## src/rtl/jms_pkg.sv

```systemverilog
// jms_pkg: shared types, marker codes and the marker classifier for the
// jpeg marker segmenter. No dependencies; imported by every rtl file.
package jms_pkg;

	// default position counter width and output queue depth
	localparam int POS_WIDTH_DEF = 32;
	localparam int OUT_DEPTH     = 4;

	// marker byte values
	localparam logic [7:0] CODE_PREFIX = 8'hFF;
	localparam logic [7:0] CODE_STUFF  = 8'h00;
	localparam logic [7:0] CODE_TEM    = 8'h01;
	localparam logic [7:0] CODE_RES    = 8'h02;
	localparam logic [7:0] CODE_RES_HI = 8'hBF;
	localparam logic [7:0] CODE_SOF    = 8'hC0;
	localparam logic [7:0] CODE_DHT    = 8'hC4;
	localparam logic [7:0] CODE_JPG0   = 8'hC8;
	localparam logic [7:0] CODE_DAC    = 8'hCC;
	localparam logic [7:0] CODE_SOF_HI = 8'hCF;
	localparam logic [7:0] CODE_RST    = 8'hD0;
	localparam logic [7:0] CODE_RST_HI = 8'hD7;
	localparam logic [7:0] CODE_SOI    = 8'hD8;
	localparam logic [7:0] CODE_EOI    = 8'hD9;
	localparam logic [7:0] CODE_SOS    = 8'hDA;
	localparam logic [7:0] CODE_EXP    = 8'hDF;
	localparam logic [7:0] CODE_APP    = 8'hE0;
	localparam logic [7:0] CODE_APP_HI = 8'hEF;
	localparam logic [7:0] CODE_JPG    = 8'hF0;
	localparam logic [7:0] CODE_JPG_HI = 8'hFD;

	// segment kinds as reported on seg_kind
	typedef enum logic [4:0] {
		K_SOF = 5'd0,  K_DHT = 5'd1,  K_DAC = 5'd2,  K_RST = 5'd3,
		K_SOI = 5'd4,  K_EOI = 5'd5,  K_SOS = 5'd6,  K_DQT = 5'd7,
		K_DNL = 5'd8,  K_DRI = 5'd9,  K_DHP = 5'd10, K_EXP = 5'd11,
		K_APP = 5'd12, K_JPG = 5'd13, K_COM = 5'd14, K_TEM = 5'd15,
		K_RES = 5'd16, K_IMG = 5'd17, K_UNK = 5'd18
	} seg_kind_t;

	// one finished segment as queued for the output channel
	typedef struct packed {
		seg_kind_t   kind;
		logic [7:0]  sub;
		logic [7:0]  code;
		logic [31:0] offset;
		logic [31:0] size;
		logic        trunc;
		logic        last;
	} seg_res_t;

	// classifier answer for one marker code
	typedef struct packed {
		seg_kind_t  kind;
		logic [7:0] sub;
		logic       alone;
	} mk_class_t;

	// classify a marker code in 0x01..0xFE by range
	function automatic mk_class_t mk_classify(logic [7:0] c);
		mk_class_t r;
		r.sub   = 8'h00;
		r.alone = 1'b0;
		r.kind  = K_COM;
		if (c == CODE_TEM) begin
			r.kind  = K_TEM;
			r.alone = 1'b1;
		end else if (c <= CODE_RES_HI) begin
			r.kind = K_RES;
			r.sub  = c - CODE_RES;
		end else if (c <= CODE_SOF_HI) begin
			if (c == CODE_DHT) r.kind = K_DHT;
			else if (c == CODE_JPG0) r.kind = K_JPG;
			else if (c == CODE_DAC) r.kind = K_DAC;
			else begin
				r.kind = K_SOF;
				r.sub  = c - CODE_SOF;
			end
		end else if (c <= CODE_RST_HI) begin
			r.kind  = K_RST;
			r.sub   = c - CODE_RST;
			r.alone = 1'b1;
		end else if (c == CODE_SOI) begin
			r.kind  = K_SOI;
			r.alone = 1'b1;
		end else if (c == CODE_EOI) begin
			r.kind  = K_EOI;
			r.alone = 1'b1;
		end else if (c <= CODE_EXP) begin
			// SOS, DQT, DNL, DRI, DHP, EXP are consecutive codes and kinds
			r.kind = seg_kind_t'(5'(K_SOS) + 5'(c - CODE_SOS));
		end else if (c <= CODE_APP_HI) begin
			r.kind = K_APP;
			r.sub  = c - CODE_APP;
		end else if (c <= CODE_JPG_HI) begin
			r.kind = K_JPG;
			r.sub  = c - CODE_JPG;
		end
		return r;
	endfunction

endpackage

```

## src/rtl/jms_out_fifo.sv

```systemverilog
// jms_out_fifo: small result queue between the segmenter core and the
// output channel; takes up to two results a cycle, gives one. Uses jms_pkg.
module jms_out_fifo
	import jms_pkg::*;
#(
	parameter int DEPTH = OUT_DEPTH
) (
	input  logic       clk,
	input  logic       arst_n,
	input  logic [1:0] push_cnt,
	input  seg_res_t   push0,
	input  seg_res_t   push1,
	output logic       room2,
	output logic       pop_valid,
	input  logic       pop_ready,
	output seg_res_t   pop_data
);

	localparam int PW = $clog2(DEPTH);
	localparam int CW = $clog2(DEPTH + 1);

	seg_res_t        mem_q [DEPTH];
	logic [PW-1:0]   wr_q;
	logic [PW-1:0]   rd_q;
	logic [CW-1:0]   cnt_q;
	logic            pop;

	assign pop       = pop_valid & pop_ready;
	assign pop_valid = (cnt_q != '0);
	assign pop_data  = mem_q[rd_q];
	assign room2     = (cnt_q <= CW'(DEPTH - 2));

	// storage, first result at the write pointer, second right after it
	always_ff @(posedge clk) begin
		if (push_cnt != 2'd0) mem_q[wr_q] <= push0;
		if (push_cnt == 2'd2) mem_q[wr_q + PW'(1)] <= push1;
	end

	// pointers and fill count
	always_ff @(posedge clk or negedge arst_n) begin
		if (!arst_n) begin
			wr_q  <= '0;
			rd_q  <= '0;
			cnt_q <= '0;
		end else begin
			wr_q  <= wr_q + PW'(push_cnt);
			if (pop) rd_q <= rd_q + PW'(1);
			cnt_q <= cnt_q + CW'(push_cnt) - CW'(pop);
		end
	end

`ifndef SYNTHESIS
	a_no_overfill: assert property (@(posedge clk) disable iff (!arst_n)
		(push_cnt != 2'd0) |-> room2)
		else $error("result pushed without room");
	a_cnt_bound: assert property (@(posedge clk) disable iff (!arst_n)
		cnt_q <= CW'(DEPTH))
		else $error("queue count beyond depth");
	a_head_hold: assert property (@(posedge clk) disable iff (!arst_n)
		(pop_valid && !pop_ready) |=> (pop_valid && $stable(pop_data)))
		else $error("waiting head beat changed");
`endif

endmodule

```

## src/rtl/jpeg_marker_segmenter.sv

```systemverilog
// jpeg_marker_segmenter: splits a jpeg byte stream into marker segments.
// Uses jms_pkg (types, classifier) and jms_out_fifo (result queue).
//
//   channel | signals                              | beat
//   in      | in_valid in_ready                    | data_byte, end_of_stream
//   out     | out_valid out_ready                  | seg_kind seg_sub marker_code
//           |                                      | seg_offset seg_size truncated
//           |                                      | last_result
//
// One byte is taken per cycle; its results are computed in the same cycle
// from the stream state registers and land in a four-entry result queue.
// A byte may cause up to two results; in_ready drops only while the queue
// lacks room for two, so the output side sets the rate when it stalls.
// Reset (or a beat with end_of_stream) returns to the start of a stream
// at offset zero; there is no clearing pass.
module jpeg_marker_segmenter
	import jms_pkg::*;
#(
	parameter int POS_WIDTH = POS_WIDTH_DEF
) (
	input  logic        clk,
	input  logic        arst_n,
	input  logic        in_valid,
	output logic        in_ready,
	input  logic [7:0]  data_byte,
	input  logic        end_of_stream,
	output logic        out_valid,
	input  logic        out_ready,
	output logic [4:0]  seg_kind,
	output logic [7:0]  seg_sub,
	output logic [7:0]  marker_code,
	output logic [31:0] seg_offset,
	output logic [31:0] seg_size,
	output logic        truncated,
	output logic        last_result
);

	localparam int PW1 = POS_WIDTH + 1;
	localparam int SW  = (PW1 > 32) ? PW1 : 32;
	localparam int OW  = (POS_WIDTH > 32) ? POS_WIDTH : 32;
	localparam logic [15:0] LEN_SELF = 16'd2;

	typedef enum logic [5:0] {
		PH_PREFIX = 6'b000001,
		PH_CODE   = 6'b000010,
		PH_LEN_HI = 6'b000100,
		PH_LEN_LO = 6'b001000,
		PH_BODY   = 6'b010000,
		PH_SCAN   = 6'b100000
	} phase_t;

	phase_t                 phase_q, nx_phase;
	logic [POS_WIDTH-1:0]   pos_q, nx_pos;
	seg_kind_t              kind_q, nx_kind;
	logic [7:0]             code_q, nx_code;
	logic [7:0]             sub_q, nx_sub;
	logic [POS_WIDTH-1:0]   start_q, nx_start;
	logic [15:0]            len_q, nx_len;
	logic                   saw_q, nx_saw;
	logic                   sos_q, nx_sos;

	logic                   accept;
	logic                   room2;
	mk_class_t              cls;
	logic [POS_WIDTH:0]     pos_inc;
	logic [POS_WIDTH-1:0]   ff_pos;
	logic [15:0]            len_full;
	logic                   do_open, do_finish;
	logic                   va, vb, vc;
	seg_res_t               res_a, res_b, res_c, slot0, slot1, head;
	logic [1:0]             n_res, push_cnt;

	// size of a segment from its start to an exclusive end, clamped both ways
	function automatic logic [31:0] seg_len(logic [POS_WIDTH:0] e,
	                                        logic [POS_WIDTH-1:0] s);
		logic [POS_WIDTH+1:0] d;
		logic [SW-1:0]        dx;
		d  = {1'b0, e} - {2'b00, s};
		dx = SW'(d[POS_WIDTH:0]);
		if (d[POS_WIDTH+1]) return 32'd0;
		if (dx > SW'(32'hFFFF_FFFF)) return 32'hFFFF_FFFF;
		return dx[31:0];
	endfunction

	function automatic seg_res_t make_res(seg_kind_t k, logic [7:0] sb,
	                                      logic [7:0] cd, logic [POS_WIDTH-1:0] s,
	                                      logic [POS_WIDTH:0] e, logic tr);
		seg_res_t      r;
		logic [OW-1:0] so;
		so       = OW'(s);
		r.kind   = k;
		r.sub    = sb;
		r.code   = cd;
		r.offset = so[31:0];
		r.size   = seg_len(e, s);
		r.trunc  = tr;
		r.last   = 1'b0;
		return r;
	endfunction

	assign accept   = in_valid & in_ready;
	assign in_ready = room2;
	assign cls      = mk_classify(data_byte);
	assign pos_inc  = {1'b0, pos_q} + PW1'(1);
	assign ff_pos   = (pos_q == '0) ? '0 : pos_q - POS_WIDTH'(1);
	assign len_full = len_q | {8'h00, data_byte};

	// next stream state and the results this byte causes
	always_comb begin
		nx_phase  = phase_q;
		nx_pos    = (pos_q == '1) ? pos_q : pos_q + POS_WIDTH'(1);
		nx_kind   = kind_q;
		nx_code   = code_q;
		nx_sub    = sub_q;
		nx_start  = start_q;
		nx_len    = len_q;
		nx_saw    = saw_q;
		nx_sos    = sos_q;
		do_open   = 1'b0;
		do_finish = 1'b0;
		va        = 1'b0;
		vb        = 1'b0;
		vc        = 1'b0;

		case (phase_q)
			PH_PREFIX: begin
				nx_start = pos_q;
				nx_kind  = sos_q ? K_IMG : K_UNK;
				nx_code  = 8'h00;
				nx_sub   = 8'h00;
				if (data_byte == CODE_PREFIX) begin
					nx_phase = PH_CODE;
				end else begin
					nx_sos   = 1'b0;
					nx_saw   = 1'b0;
					nx_phase = PH_SCAN;
				end
			end
			PH_CODE: begin
				do_open = 1'b1;
			end
			PH_LEN_HI: begin
				nx_len   = {data_byte, 8'h00};
				nx_phase = PH_LEN_LO;
			end
			PH_LEN_LO: begin
				if (len_full <= LEN_SELF) begin
					nx_len    = 16'd0;
					do_finish = 1'b1;
				end else begin
					nx_len   = len_full - LEN_SELF;
					nx_phase = PH_BODY;
				end
			end
			PH_BODY: begin
				nx_len = len_q - 16'd1;
				if (len_q == 16'd1) do_finish = 1'b1;
			end
			PH_SCAN: begin
				// armed prefix plus a real code ends the scanned data
				if (saw_q && data_byte != CODE_STUFF && data_byte != CODE_PREFIX) begin
					va       = 1'b1;
					nx_start = ff_pos;
					nx_saw   = 1'b0;
					do_open  = 1'b1;
				end else begin
					nx_saw = (data_byte == CODE_PREFIX);
				end
			end
			default: begin
				nx_phase = PH_PREFIX;
			end
		endcase

		// marker code byte: classify, or fall into a scan on stuffing/fill
		if (do_open) begin
			if (data_byte == CODE_STUFF || data_byte == CODE_PREFIX) begin
				nx_kind  = sos_q ? K_IMG : K_UNK;
				nx_code  = 8'h00;
				nx_sub   = 8'h00;
				nx_sos   = 1'b0;
				nx_saw   = (data_byte == CODE_PREFIX);
				nx_phase = PH_SCAN;
			end else begin
				nx_sos  = 1'b0;
				nx_code = data_byte;
				nx_kind = cls.kind;
				nx_sub  = cls.sub;
				if (cls.alone) begin
					nx_phase = PH_PREFIX;
					vb       = 1'b1;
				end else begin
					nx_phase = PH_LEN_HI;
				end
			end
		end

		// end of a length segment
		if (do_finish) begin
			if (kind_q == K_SOS) nx_sos = 1'b1;
			nx_phase = PH_PREFIX;
			vb       = 1'b1;
		end

		res_a = make_res(kind_q, sub_q, code_q, start_q, {1'b0, ff_pos}, 1'b0);
		res_b = make_res(nx_kind, nx_sub, nx_code, nx_start, pos_inc, 1'b0);
		res_c = make_res(nx_kind, nx_sub, nx_code, nx_start, pos_inc,
		                 nx_phase != PH_SCAN);

		// end of stream flushes an open segment and restarts at offset zero
		if (end_of_stream) begin
			vc       = (nx_phase != PH_PREFIX);
			nx_phase = PH_PREFIX;
			nx_pos   = '0;
			nx_kind  = K_SOF;
			nx_code  = 8'h00;
			nx_sub   = 8'h00;
			nx_start = '0;
			nx_len   = 16'd0;
			nx_saw   = 1'b0;
			nx_sos   = 1'b0;
		end
	end

	// pack the results in order into two queue slots
	always_comb begin
		n_res = 2'({1'b0, va}) + 2'({1'b0, vb}) + 2'({1'b0, vc});
		if (va) slot0 = res_a;
		else if (vb) slot0 = res_b;
		else slot0 = res_c;
		slot1 = (va && vb) ? res_b : res_c;
		slot0.last = (n_res == 2'd1);
		slot1.last = 1'b1;
		push_cnt = accept ? n_res : 2'd0;
	end

	// stream state
	always_ff @(posedge clk or negedge arst_n) begin
		if (!arst_n) begin
			phase_q <= PH_PREFIX;
			pos_q   <= '0;
			kind_q  <= K_SOF;
			code_q  <= 8'h00;
			sub_q   <= 8'h00;
			start_q <= '0;
			len_q   <= 16'd0;
			saw_q   <= 1'b0;
			sos_q   <= 1'b0;
		end else if (accept) begin
			phase_q <= nx_phase;
			pos_q   <= nx_pos;
			kind_q  <= nx_kind;
			code_q  <= nx_code;
			sub_q   <= nx_sub;
			start_q <= nx_start;
			len_q   <= nx_len;
			saw_q   <= nx_saw;
			sos_q   <= nx_sos;
		end
	end

	jms_out_fifo #(
		.DEPTH(OUT_DEPTH)
	) u_fifo (
		.clk      (clk),
		.arst_n   (arst_n),
		.push_cnt (push_cnt),
		.push0    (slot0),
		.push1    (slot1),
		.room2    (room2),
		.pop_valid(out_valid),
		.pop_ready(out_ready),
		.pop_data (head)
	);

	assign seg_kind    = head.kind;
	assign seg_sub     = head.sub;
	assign marker_code = head.code;
	assign seg_offset  = head.offset;
	assign seg_size    = head.size;
	assign truncated   = head.trunc;
	assign last_result = head.last;

`ifndef SYNTHESIS
	a_trunc_last: assert property (@(posedge clk) disable iff (!arst_n)
		(out_valid && truncated) |-> last_result)
		else $error("truncated segment not the final result of its beat");
	a_data_no_code: assert property (@(posedge clk) disable iff (!arst_n)
		(out_valid && (seg_kind == K_IMG || seg_kind == K_UNK)) |-> (marker_code == 8'h00))
		else $error("scanned segment carries a marker code");
	a_eos_restart: assert property (@(posedge clk) disable iff (!arst_n)
		(accept && end_of_stream) |=> (phase_q == PH_PREFIX && pos_q == '0))
		else $error("stream state not restarted after end of stream");
`endif

endmodule

```

## config.mk

```make
export PLATFORM = sky130hd
export DESIGN_NAME = jpeg_marker_segmenter
export DESIGN_NICKNAME = d
export VERILOG_FILES = /design/src/rtl/jms_pkg.sv /design/src/rtl/jms_out_fifo.sv /design/src/rtl/jpeg_marker_segmenter.sv
export SDC_FILE = /design/constraint.sdc
export NUM_CORES = 1
export LEC_CHECK = 0
export ABC_AREA = 1
export BUFFER_PORTS_ARGS = -buffer_cell sky130_fd_sc_hd__buf_2
export CORE_MARGIN = 2
export CORE_UTILIZATION = 45
export DETAILED_ROUTE_END_ITERATION = 6
export SLEW_MARGIN = 25
export SYNTH_ARGS = -nofsm -noshare
export SYNTH_HDL_FRONTEND = slang
export SYNTH_SLANG_ARGS = --single-unit
```

## constraint.sdc

```tcl
create_clock -name clk -period 13.8 [get_ports clk]
set_input_delay 2.07 -clock clk [delete_from_list [all_inputs] [get_ports clk]]
set_output_delay 2.07 -clock clk [all_outputs]
set_load 0.01 [all_outputs]
```

Yosys cells after proc, flatten, opt, wreduce, memory -nomap -nowiden
Memory sizes are Yosys's and may differ from the RTL's.
Index checks and enable logic that the tools add are counted.

operators by class
  equality and inequality tests = 22
  div/mod/pow operators = 0
  multipliers = 0
  shifts and indexed selects = 0
  reductions and logical operators = 13
  order comparisons = 10
  add/subtract/negate cells = 21
  mux-type cells = 106
  bitwise gates (word level) = 3

operators by type and width
  operator               number
  $mux 32                13
  $mux 13                10
  $mux 8                 15
  $mux 87                1
  $gt 33x32->1 const B   2
  $pmux 32 s2            1
  $eq 8x8->1 const B     6
  $le 8x8->1 const B     6
  $pmux 16 s3            1
  $mux 5                 9
  $mux 6                 6
  $mux 1                 35
  $sub 33x32->34         1
  $add 32x1->33 const B  1
  $sub 32x32->33         1
  $add 32x1->32 const B  1
  $eq 32x32->1 const B   1
  $logic_not 32->1       1
  $mux 16                2
  $sub 32x1->32 const B  1
  $sub 8x8->8 const B    4
  $pmux 6 s4             1
  $eq 16x1->1 const B    1
  $le 16x2->1 const B    1
  43 further kinds       54

word-level totals
  logic and storage cells = 188
  ROM bits = 0
  memories = 1
  output and inout bits = 89
  bits of input ports = 13
  latch bits = 0
  RAM bits = 348
  flip-flop bits (word level) = 116

memories
  name          depth  bits a word  read ports  clocked after memory_dff  write ports  line                text
  u_fifo.mem_q  4      87           1           0                         2            jms_out_fifo.sv:22  seg_res_t mem_q [DEPTH];

Depth between registers and ports, before layout
Gate-level depths: netlist of the first run.

  word-level depth = 28
  gate-level depth with buffers = 31
  depth with buffers taken out = 30

Modules after synthesis
A second synthesis of the first run with hierarchy kept.

unflattened totals
  cell total of the unflattened synthesis = 5135
  area, all modules = 34667.0 um^2

modules (own cells, without submodules)
  module                 sequential area each (um^2)  cells an instance  instances  area each (um^2)
  jms_out_fifo           10625.2                      2318               1          18836.8
  jpeg_marker_segmenter  2728.9                       2817               1          15830.2

Worst setup path after synthesis of the first run
No wires, ideal clock.

  path type = input to register
  start = input port data_byte[4]
  end = memory u_fifo.mem_q[3][10] in the netlist's numbering, enable pin
  data required time = 13.352 ns
  buffers on the path = 0
  library setup time = 0.448 ns
  data arrival time = 6.757 ns
  slack = 6.596 ns
  stages = 19
  cells stage by stage = clkinv_1 -> ha_1 -> nand3_1 -> nor2_1 -> nor2_4 -> nand3_4 -> nand2_4 -> nand2_2 -> inv_2 -> nand2_1 -> o311ai_0 -> nor2_1 -> fa_1 -> inv_1 -> nor2_1 -> nor2_1 -> nor2_2 -> clkinv_1 -> nand2_1

RTL lines
  item             line                         text
  start, declared  jpeg_marker_segmenter.sv:25  input logic [7:0] data_byte,
  end, declared    jms_out_fifo.sv:22

==> results.sh, run 1 <==
export IMPL_syn_nets=4532
export IMPL_globalplace_congestion=1.03
export IMPL_status="complete, but fails checks"
export IMPL_max_slew_margin=0.276
export IMPL_utilization=0.494
export IMPL_r2r_end="u_fifo.mem_q[3][31]"
export IMPL_grt_usage=0.311
export IMPL_critical_path_top_delay_family="simple AND/OR/NAND/NOR gates"
export IMPL_place_port_buffers=101
export IMPL_worstSetupStartpointType="primary input"
export IMPL_drtIter0Drc=3607
export IMPL_nFillCells=7101
export IMPL_dp_hpwl_mm=80.1
export IMPL_endpoint_kind="flip-flop"
export IMPL_path_buf_inv=7
export IMPL_first_pass_iters=7
export IMPL_synth_seq_area_share=0.413
export IMPL_critPathArrivalTime_ns=8.21
export IMPL_yosys_area_share_simple=0.296
export IMPL_layout_common_cells="1,466 x nand2_1, 415 x nor2_1, 386 x inv_1"
export IMPL_power_density_nw_per_um2=263
export IMPL_p_leak_uw=0.0154
export IMPL_rsz0062_at_grt="no"
export IMPL_period_share=0.577
export IMPL_maxCapViolCount=0
export IMPL_avgRoutedWirePerCell_um=21.8
export IMPL_hold_buffers=0
export IMPL_hp_start="u_fifo.mem_q[2][0]"
export IMPL_timing_hold_ws_ns=0.492
export IMPL_syn_area_um2=32200
export IMPL_avgSynthCellArea_um2=7.34
export IMPL_holdPathStages=2
export IMPL_finClkSkew_ns=0.0303
export IMPL_finalMaxSlewViolations=0
export IMPL_synth_warning_count=0
export IMPL_syn_to_final_growth_pct=9.19
export IMPL_synth_ff_type="edfxtp_1"
export IMPL_synth_compound_area_frac=0.144
export IMPL_htreeDepth=2
export IMPL_postCtsSetupRepairBufs=0
export IMPL_clk_latency_ns=0.64
export IMPL_hold_viol=0
export IMPL_clock_path_buffers=3
export IMPL_synth_xor_area_frac=0.0225
export IMPL_grt_max_degree=101
export IMPL_final_area_um2=35200
export IMPL_synth_top_family_by_area="simple AND/OR/NAND/NOR gates"
export IMPL_core_area_um2=71200
export IMPL_io_pins=102
export IMPL_violations="design-rule violations"
export IMPL_cp_slowest_cell="nand2_4"
export IMPL_synthAdderAreaFrac=0.0493
export IMPL_cp_required_ns=14.05
export IMPL_tightest_slew_ns=1.09
export IMPL_r2r_start="phase_q[2]"
export IMPL_hold_class="flip-flop to flip-flop"
export IMPL_vdd_drop_max_v=0.000334
export IMPL_worst_hold_path_endpoint="u_fifo.mem_q[2][0]"
export IMPL_start_util=0.453
export IMPL_grt_pass1_vias=28177
export IMPL_final_common_cell="nand2_1"
export IMPL_clockRootBuffer="clkbuf_16"
export IMPL_vias=31027
export IMPL_setup_violations=0
export IMPL_synthMuxAreaShare=0
export IMPL_slowest_delay_ns=0.80
export IMPL_cts_tree="yes"
export IMPL_synth_async_sr_flop_share=0.250
export IMPL_yosysUniqueCellTypes=60
export IMPL_num_rows=98
export IMPL_vias_per_cell=5.77
export IMPL_final_nets=4522
export IMPL_antenna_found_initial=1
export IMPL_crit_path_max_fanout=46
export IMPL_antenna_left=0
export IMPL_fmax_mhz=125
export IMPL_period_needed_ns=7.97
export IMPL_postSynthCellCount=4395
export IMPL_cts_sinks=464
export IMPL_antenna_cells=0
export IMPL_grt_pass1_wl_mm=176
export IMPL_wl_mm=117
export IMPL_cts_made_buffers=53
export IMPL_placed_area_um2=33500
export IMPL_drive_above_1_share=0.0739
export IMPL_gr_total_overflow=0
export IMPL_fp_dieH_um=272
export IMPL_cts_resized=0
export IMPL_ff2ff_setup_slack_ns=7.11
export IMPL_crit_chain="buf_2 > clkinv_1 > ha_1 > nand3_1 > nor2_1 > nor2_4 > nand3_4 > buf_4 > nand2_4 > nand2_2 > inv_2 > nand2_1 > o311ai_0 > nor2_1 > fa_1 > inv_1 > nor2_1 > nor2_1 > nor2_4 > clkinv_1 > nand2_4 > buf_4"
export IMPL_die_w_um=272
export IMPL_clkTransAtPathRegs_ns=0.06
export IMPL_synth_edf_count=344
export IMPL_drc_errors=9
export IMPL_tns_ns=0
export IMPL_dieArea_um2=73800
export IMPL_synth_seq_cells=464
export IMPL_crit_top_cell="nor2_1"
export IMPL_critical_path_class="primary input to flip-flop"
export IMPL_worstRegToRegCells=19
-- area by class of cell --
type / count / area [µm²] / area share
clock buffer: 68 / 1460 / 0.0413
clock inverter: 27 / 270 / 0.00768
inverter: 418 / 1580 / 0.0449
multi-input combinational: 3306 / 16600 / 0.470
sequential: 464 / 13300 / 0.378
tap: 950 / 1190 / 0.0338
timing repair buffer: 142 / 836 / 0.0237
-- worst max path at each step --
stage                      start                   to  cells past startpoint
floorplan           data_byte[4]  u_fifo.mem_q[3][10]                     19
global placement    data_byte[4]  u_fifo.mem_q[3][26]                     22
detailed placement  data_byte[4]  u_fifo.mem_q[3][20]                     22
CTS                 data_byte[4]  u_fifo.mem_q[3][31]                     22
global route        data_byte[4]  u_fifo.mem_q[3][31]                     22
finish              data_byte[4]  u_fifo.mem_q[3][31]                     22
-- where the power goes --
part / internal, µW / switching (µW) / total (µW)
Sequential: 1610 / 88.8 / 1700
Combinational: 1630 / 4500 / 6120
Clock: 819 / 611 / 1430
Total: 4060 / 5200 / 9250
-- registers in the layout (all words and copies together) (netlist names) --
name / flops
kind_q: 5
start_q: 32
len_q: 16
saw_q: 1
sub_q: 8
pos_q: 32
sos_q: 1
code_q: 8
u_fifo.mem_q: 348
u_fifo.rd_q: 2
u_fifo.cnt_q: 3
phase_q: 6
u_fifo.wr_q: 2
-- layer usage --
layer,routed length [µm],vias up,GRT usage,share of wire
li1,-,14689,-,-
met1,50300,14548,0.443,0.43
met2,50700,1550,0.466,0.43
met3,11800,240,0.0652,0.10
met4,4440,0,0.111,0.038
met5,0,-,0,0
-- cell usage after synthesis (15+ instances only) --
master | instances | share of area
nand2_1 | 1470 | 0.17
nor2_1 | 416 | 0.048
inv_1 | 388 | 0.045
edfxtp_1 | 344 | 0.32
o21ai_0 | 310 | 0.048
nand3_1 | 300 | 0.047
o22ai_1 | 201 | 0.039
clkbuf_1 | 139 | 0.016
ha_1 | 119 | 0.046
dfrtp_1 | 115 | 0.089
a21oi_1 | 112 | 0.017
xor2_1 | 64 | 0.017
nor3_1 | 39 | 0.0061
nand4_1 | 37 | 0.0072
buf_2 | 35 | 0.0054
buf_1 | 27 | 0.0031
inv_2 | 22 | 0.0026
o21ai_1 | 22 | 0.0034
o221ai_1 | 21 | 0.0057
o31ai_1 | 21 | 0.0049
nand3b_1 | 19 | 0.0044
xnor2_1 | 19 | 0.0052
nand2_2 | 15 | 0.0029
-- metrics by stage --
| step | total power [µW] | setup slack (ns) | std cells |
|---|---|---|---|
| 6_report | 9250 | 5.83 | 5375 |
| 5_1_grt | 9900 | 5.46 | 5375 |
| 4_1_cts | 9130 | 5.96 | 5374 |
| 3_5_place_dp | 7690 | 5.31 | 5279 |
| 3_3_place_gp | 7660 | 5.52 | 5279 |
| 2_1_floorplan | 5810 | 6.60 | 4395 |
-- tightest hold or removal path, delay by kind of cell (launching register included) --
kind,cells,cell delay [ns]
DFF,1,0.31
and+or+nand+nor,1,0.10
AOI/OAI and AO/OA,1,0.04
-- cell families (layout without fill, tap and decap cells) --
family          after synthesis  in the layout
xor+xnor                     83             83
flops                       464            464
compound gates              763            763
simple gates               2336           2336
fa+ha+maj                   124            124
buf+inv                     625            655
No activity file was read; power rests on OpenSTA's default activity.
==> run 2: changes to the inputs <==
--- a/config.mk
+++ b/config.mk
@@ -5,7 +5,7 @@
 export SDC_FILE = /design/constraint.sdc
 export NUM_CORES = 1
 export LEC_CHECK = 0
-export ABC_AREA = 1
+export ABC_AREA = 0
 export BUFFER_PORTS_ARGS = -buffer_cell sky130_fd_sc_hd__buf_2
 export CORE_MARGIN = 2
 export CORE_UTILIZATION = 45
==> constraint.sdc (replaced) <==
create_clock -name clk -period 7 [get_ports clk]
set_input_delay 1.05 -clock clk [delete_from_list [all_inputs] [get_ports clk]]
set_output_delay 1.05 -clock clk [all_outputs]
set_load 0.01 [all_outputs]
==> run 2 against run 1 <==
Net effect:
- sequential cell count did not move
- synthesized cell count fell by 39%
- die area fell by 11%
- via count fell by 23%
- worst hold slack got worse by 0.0062 ns
- the run now ends clean
- non-clock buffer count rose by 75
- sequential share of layout area rose by 3.7 points
==> results.sh, run 2 <==
export IMPL_synth_seq_cells=464
export IMPL_period_needed_ns=6.56
export IMPL_hp_start="u_fifo.mem_q[2][0]"
export IMPL_cp_required_ns=7.32
export IMPL_dp_cells=3556
export IMPL_worstSetupStartpointType="flip-flop"
export IMPL_drtIter0Drc=2861
export IMPL_critPathArrivalTime_ns=6.88
export IMPL_vdd_drop_max_v=0.000249
export IMPL_r2r_start="pos_q[17]"
export IMPL_reg_largest_list="u_fifo.mem_q: 348 flops, pos_q: 32 flops, start_q: 32 flops"
export IMPL_io_pins=102
export IMPL_final_setup_worst_slack_ns=0.436
export IMPL_synth_top_family_by_area="compound AO/OA/AOI/OAI gates"
export IMPL_tns_ns=0
export IMPL_largest_reg_flops=348
export IMPL_fmax_mhz=152
export IMPL_globalplace_congestion=0.949
export IMPL_final_common_cell="edfxtp_1"
export IMPL_yosysUniqueCellTypes=96
export IMPL_slowest_delay_ns=0.48
export IMPL_postSynthCellCount=2680
export IMPL_drive_above_1_share=0.165
export IMPL_synth_warning_count=0
export IMPL_synth_xor_area_frac=0.0329
export IMPL_status="finished, final reports clean"
export IMPL_syn_to_final_growth_pct=12.6
export IMPL_period_share=0.938
export IMPL_crit_path_max_fanout=33
export IMPL_synth_commonest_cells="344 x edfxtp_1, 281 x o22ai_1, 233 x nand2_1"
export IMPL_synth_ff_type="edfxtp_1"
export IMPL_tightest_slew_ns=1.04
export IMPL_critical_path_class="flip-flop to flip-flop"
export IMPL_place_port_buffers=101
export IMPL_endpoint_kind="flip-flop"
export IMPL_htreeDepth=2
export IMPL_utilization=0.510
export IMPL_cp_slowest_cell="dfrtp_1"
export IMPL_rsz0062_at_grt="no"
export IMPL_regMostFlops="u_fifo.mem_q"
export IMPL_drc_errors=0
export IMPL_cts_made_buffers=51
export IMPL_synth_compound_area_frac=0.208
export IMPL_timing_hold_ws_ns=0.485
export IMPL_synth_async_sr_flop_share=0.250
export IMPL_vias_per_cell=6.56
export IMPL_antenna_found_initial=1
export IMPL_synth_edf_count=344
export IMPL_cts_sinks=464
export IMPL_finClkSkew_ns=0.0206
export IMPL_grt_pass1_wl_mm=145
export IMPL_final_nets=2900
export IMPL_cts_tree="yes"
export IMPL_start_util=0.453
export IMPL_synth_most_common_cell="edfxtp_1"
export IMPL_fp_dieH_um=256
export IMPL_die_w_um=256
export IMPL_antenna_left=0
export IMPL_max_slew_margin=0.300
export IMPL_yosys_area_share_simple=0.117
export IMPL_crit_chain="or3_4 > or4_4 > nor4_4 > and2_1 > buf_4 > nor2_1 > a221oi_2 > ha_1 > ha_1 > a211oi_1 > nor2_1 > a311oi_1 > o32ai_2 > a21o_1 > o21ai_1 > nand2_1 > buf_4 > o21ai_0 > o22ai_1"
export IMPL_power_density_nw_per_um2=423
export IMPL_grt_usage=0.288
export IMPL_hold_viol=0
export IMPL_wl_mm=95.9
export IMPL_syn_area_um2=28500
export IMPL_dp_hpwl_mm=66.1
export IMPL_num_rows=92
export IMPL_dieArea_um2=65400
export IMPL_clock_path_buffers=3
export IMPL_gr_total_overflow=0
export IMPL_avgSynthCellArea_um2=10.6
export IMPL_avgRoutedWirePerCell_um=26.3
export IMPL_grt_pass1_vias=23097
export IMPL_synth_seq_area_share=0.467
export IMPL_clk_latency_ns=0.61
export IMPL_first_pass_iters=6
export IMPL_syn_nets=2817
export IMPL_synth_area_leaders="edfxtp_1 36%, dfrtp_1 10%, mux4_2 6.9%, o22ai_1 6.2%, ha_1 5.2%"
export IMPL_antenna_cells=0
export IMPL_hold_class="flip-flop to flip-flop"
export IMPL_yosysTopAreaCellShare=0.362
export IMPL_grt_max_degree=60
export IMPL_synth_top_area_cell="edfxtp_1"
export IMPL_p_leak_uw=0.0118
export IMPL_hold_buffers=0
export IMPL_vias=23954
export IMPL_finalMaxSlewViolations=0
export IMPL_clkTransAtPathRegs_ns=0.06
export IMPL_cp_startpoint="pos_q[17]"
export IMPL_core_area_um2=62900
export IMPL_dp_slack_ns=-0.0125
export IMPL_setup_violations=0
export IMPL_fin_cells=3649
export IMPL_layout_common_cells="344 x edfxtp_1, 281 x o22ai_1, 230 x nand2_1"
export IMPL_synthAdderAreaFrac=0.0558
export IMPL_synthMuxAreaShare=0.0817
export IMPL_clockRootBuffer="clkbuf_16"
export IMPL_maxCapViolCount=0
-- run 2: report_power, final --
part,internal [µW],switching [µW]
logic,2690,4790
registers,3120,231
clock network,1590,1160
-- run 2: kinds of logic (layout without fill, tap and decap cells) --
| kind of cell | Yosys count | count (layout) |
|---|---|---|
| XOR/XNOR | 107 | 107 |
| AND/OR/NAND/NOR | 691 | 691 |
| AO/OA/AOI/OAI | 903 | 903 |
| adder cells (fa/ha/maj) | 124 | 124 |
| flip-flops | 464 | 464 |
| buffers and inverters | 268 | 391 |
| multiplexers | 123 | 123 |
-- run 2: final cells by class --
cell class / count / area (µm²)
clock inverters: 33 / 335
fillers: 5614 / 30800
repair buffers: 217 / 1500
flip-flops and latches: 464 / 13300
clock buffers: 60 / 1340
inverters: 81 / 307
multi-input cells: 1948 / 14200
well taps: 846 / 1060
-- run 2: worst paths after layout --
kind,to,slack (ns),cells after the start
setup / recovery,u_fifo.mem_q[1][3],0.44,19
hold / removal,u_fifo.mem_q[2][0],0.49,1
setup reg to reg,u_fifo.mem_q[1][3],0.44,19
hold reg to reg,u_fifo.mem_q[2][0],0.49,1
max in group asynchronous,u_fifo.rd_q[0],4.89,2
min in group asynchronous,pos_q[4],0.54,1
-- run 2: metrics by stage --
| step | cell area [µm²] | total power (µW) |
|---|---|---|
| CTS | 32100 | 13400 |
| floorplan | 28500 | 8260 |
| global route | 32100 | 14300 |
| global placement | 30400 | 10600 |
| finish | 32100 | 13600 |
| detailed placement | 30400 | 10700 |
-- run 2: repair_timing --
action / 4_1_cts / 5_1_grt
gates resized for setup: 0 / 2
setup endpoints to repair: 0 / 51
setup buffers: 0 / 0
-- run 2: per-layer routing --
metal / up-vias / track usage / part of all wire
li1: 10585 / - / -
met1: 11869 / 0.432 / 0.44
met2: 1357 / 0.428 / 0.44
met3: 143 / 0.0518 / 0.10
met4: 0 / 0.0767 / 0.023
met5: - / 0 / 0
-- run 2: worst max-delay path, delay by kind of cell, from the launching register on --
family	cells	cell delay, ns
AO/OA/AOI/OAI	8	2.39
AND/OR/NAND/NOR	7	2.11
adder cells (fa/ha/maj)	2	0.69
buffers and inverters	2	0.57
flip-flops	1	0.48
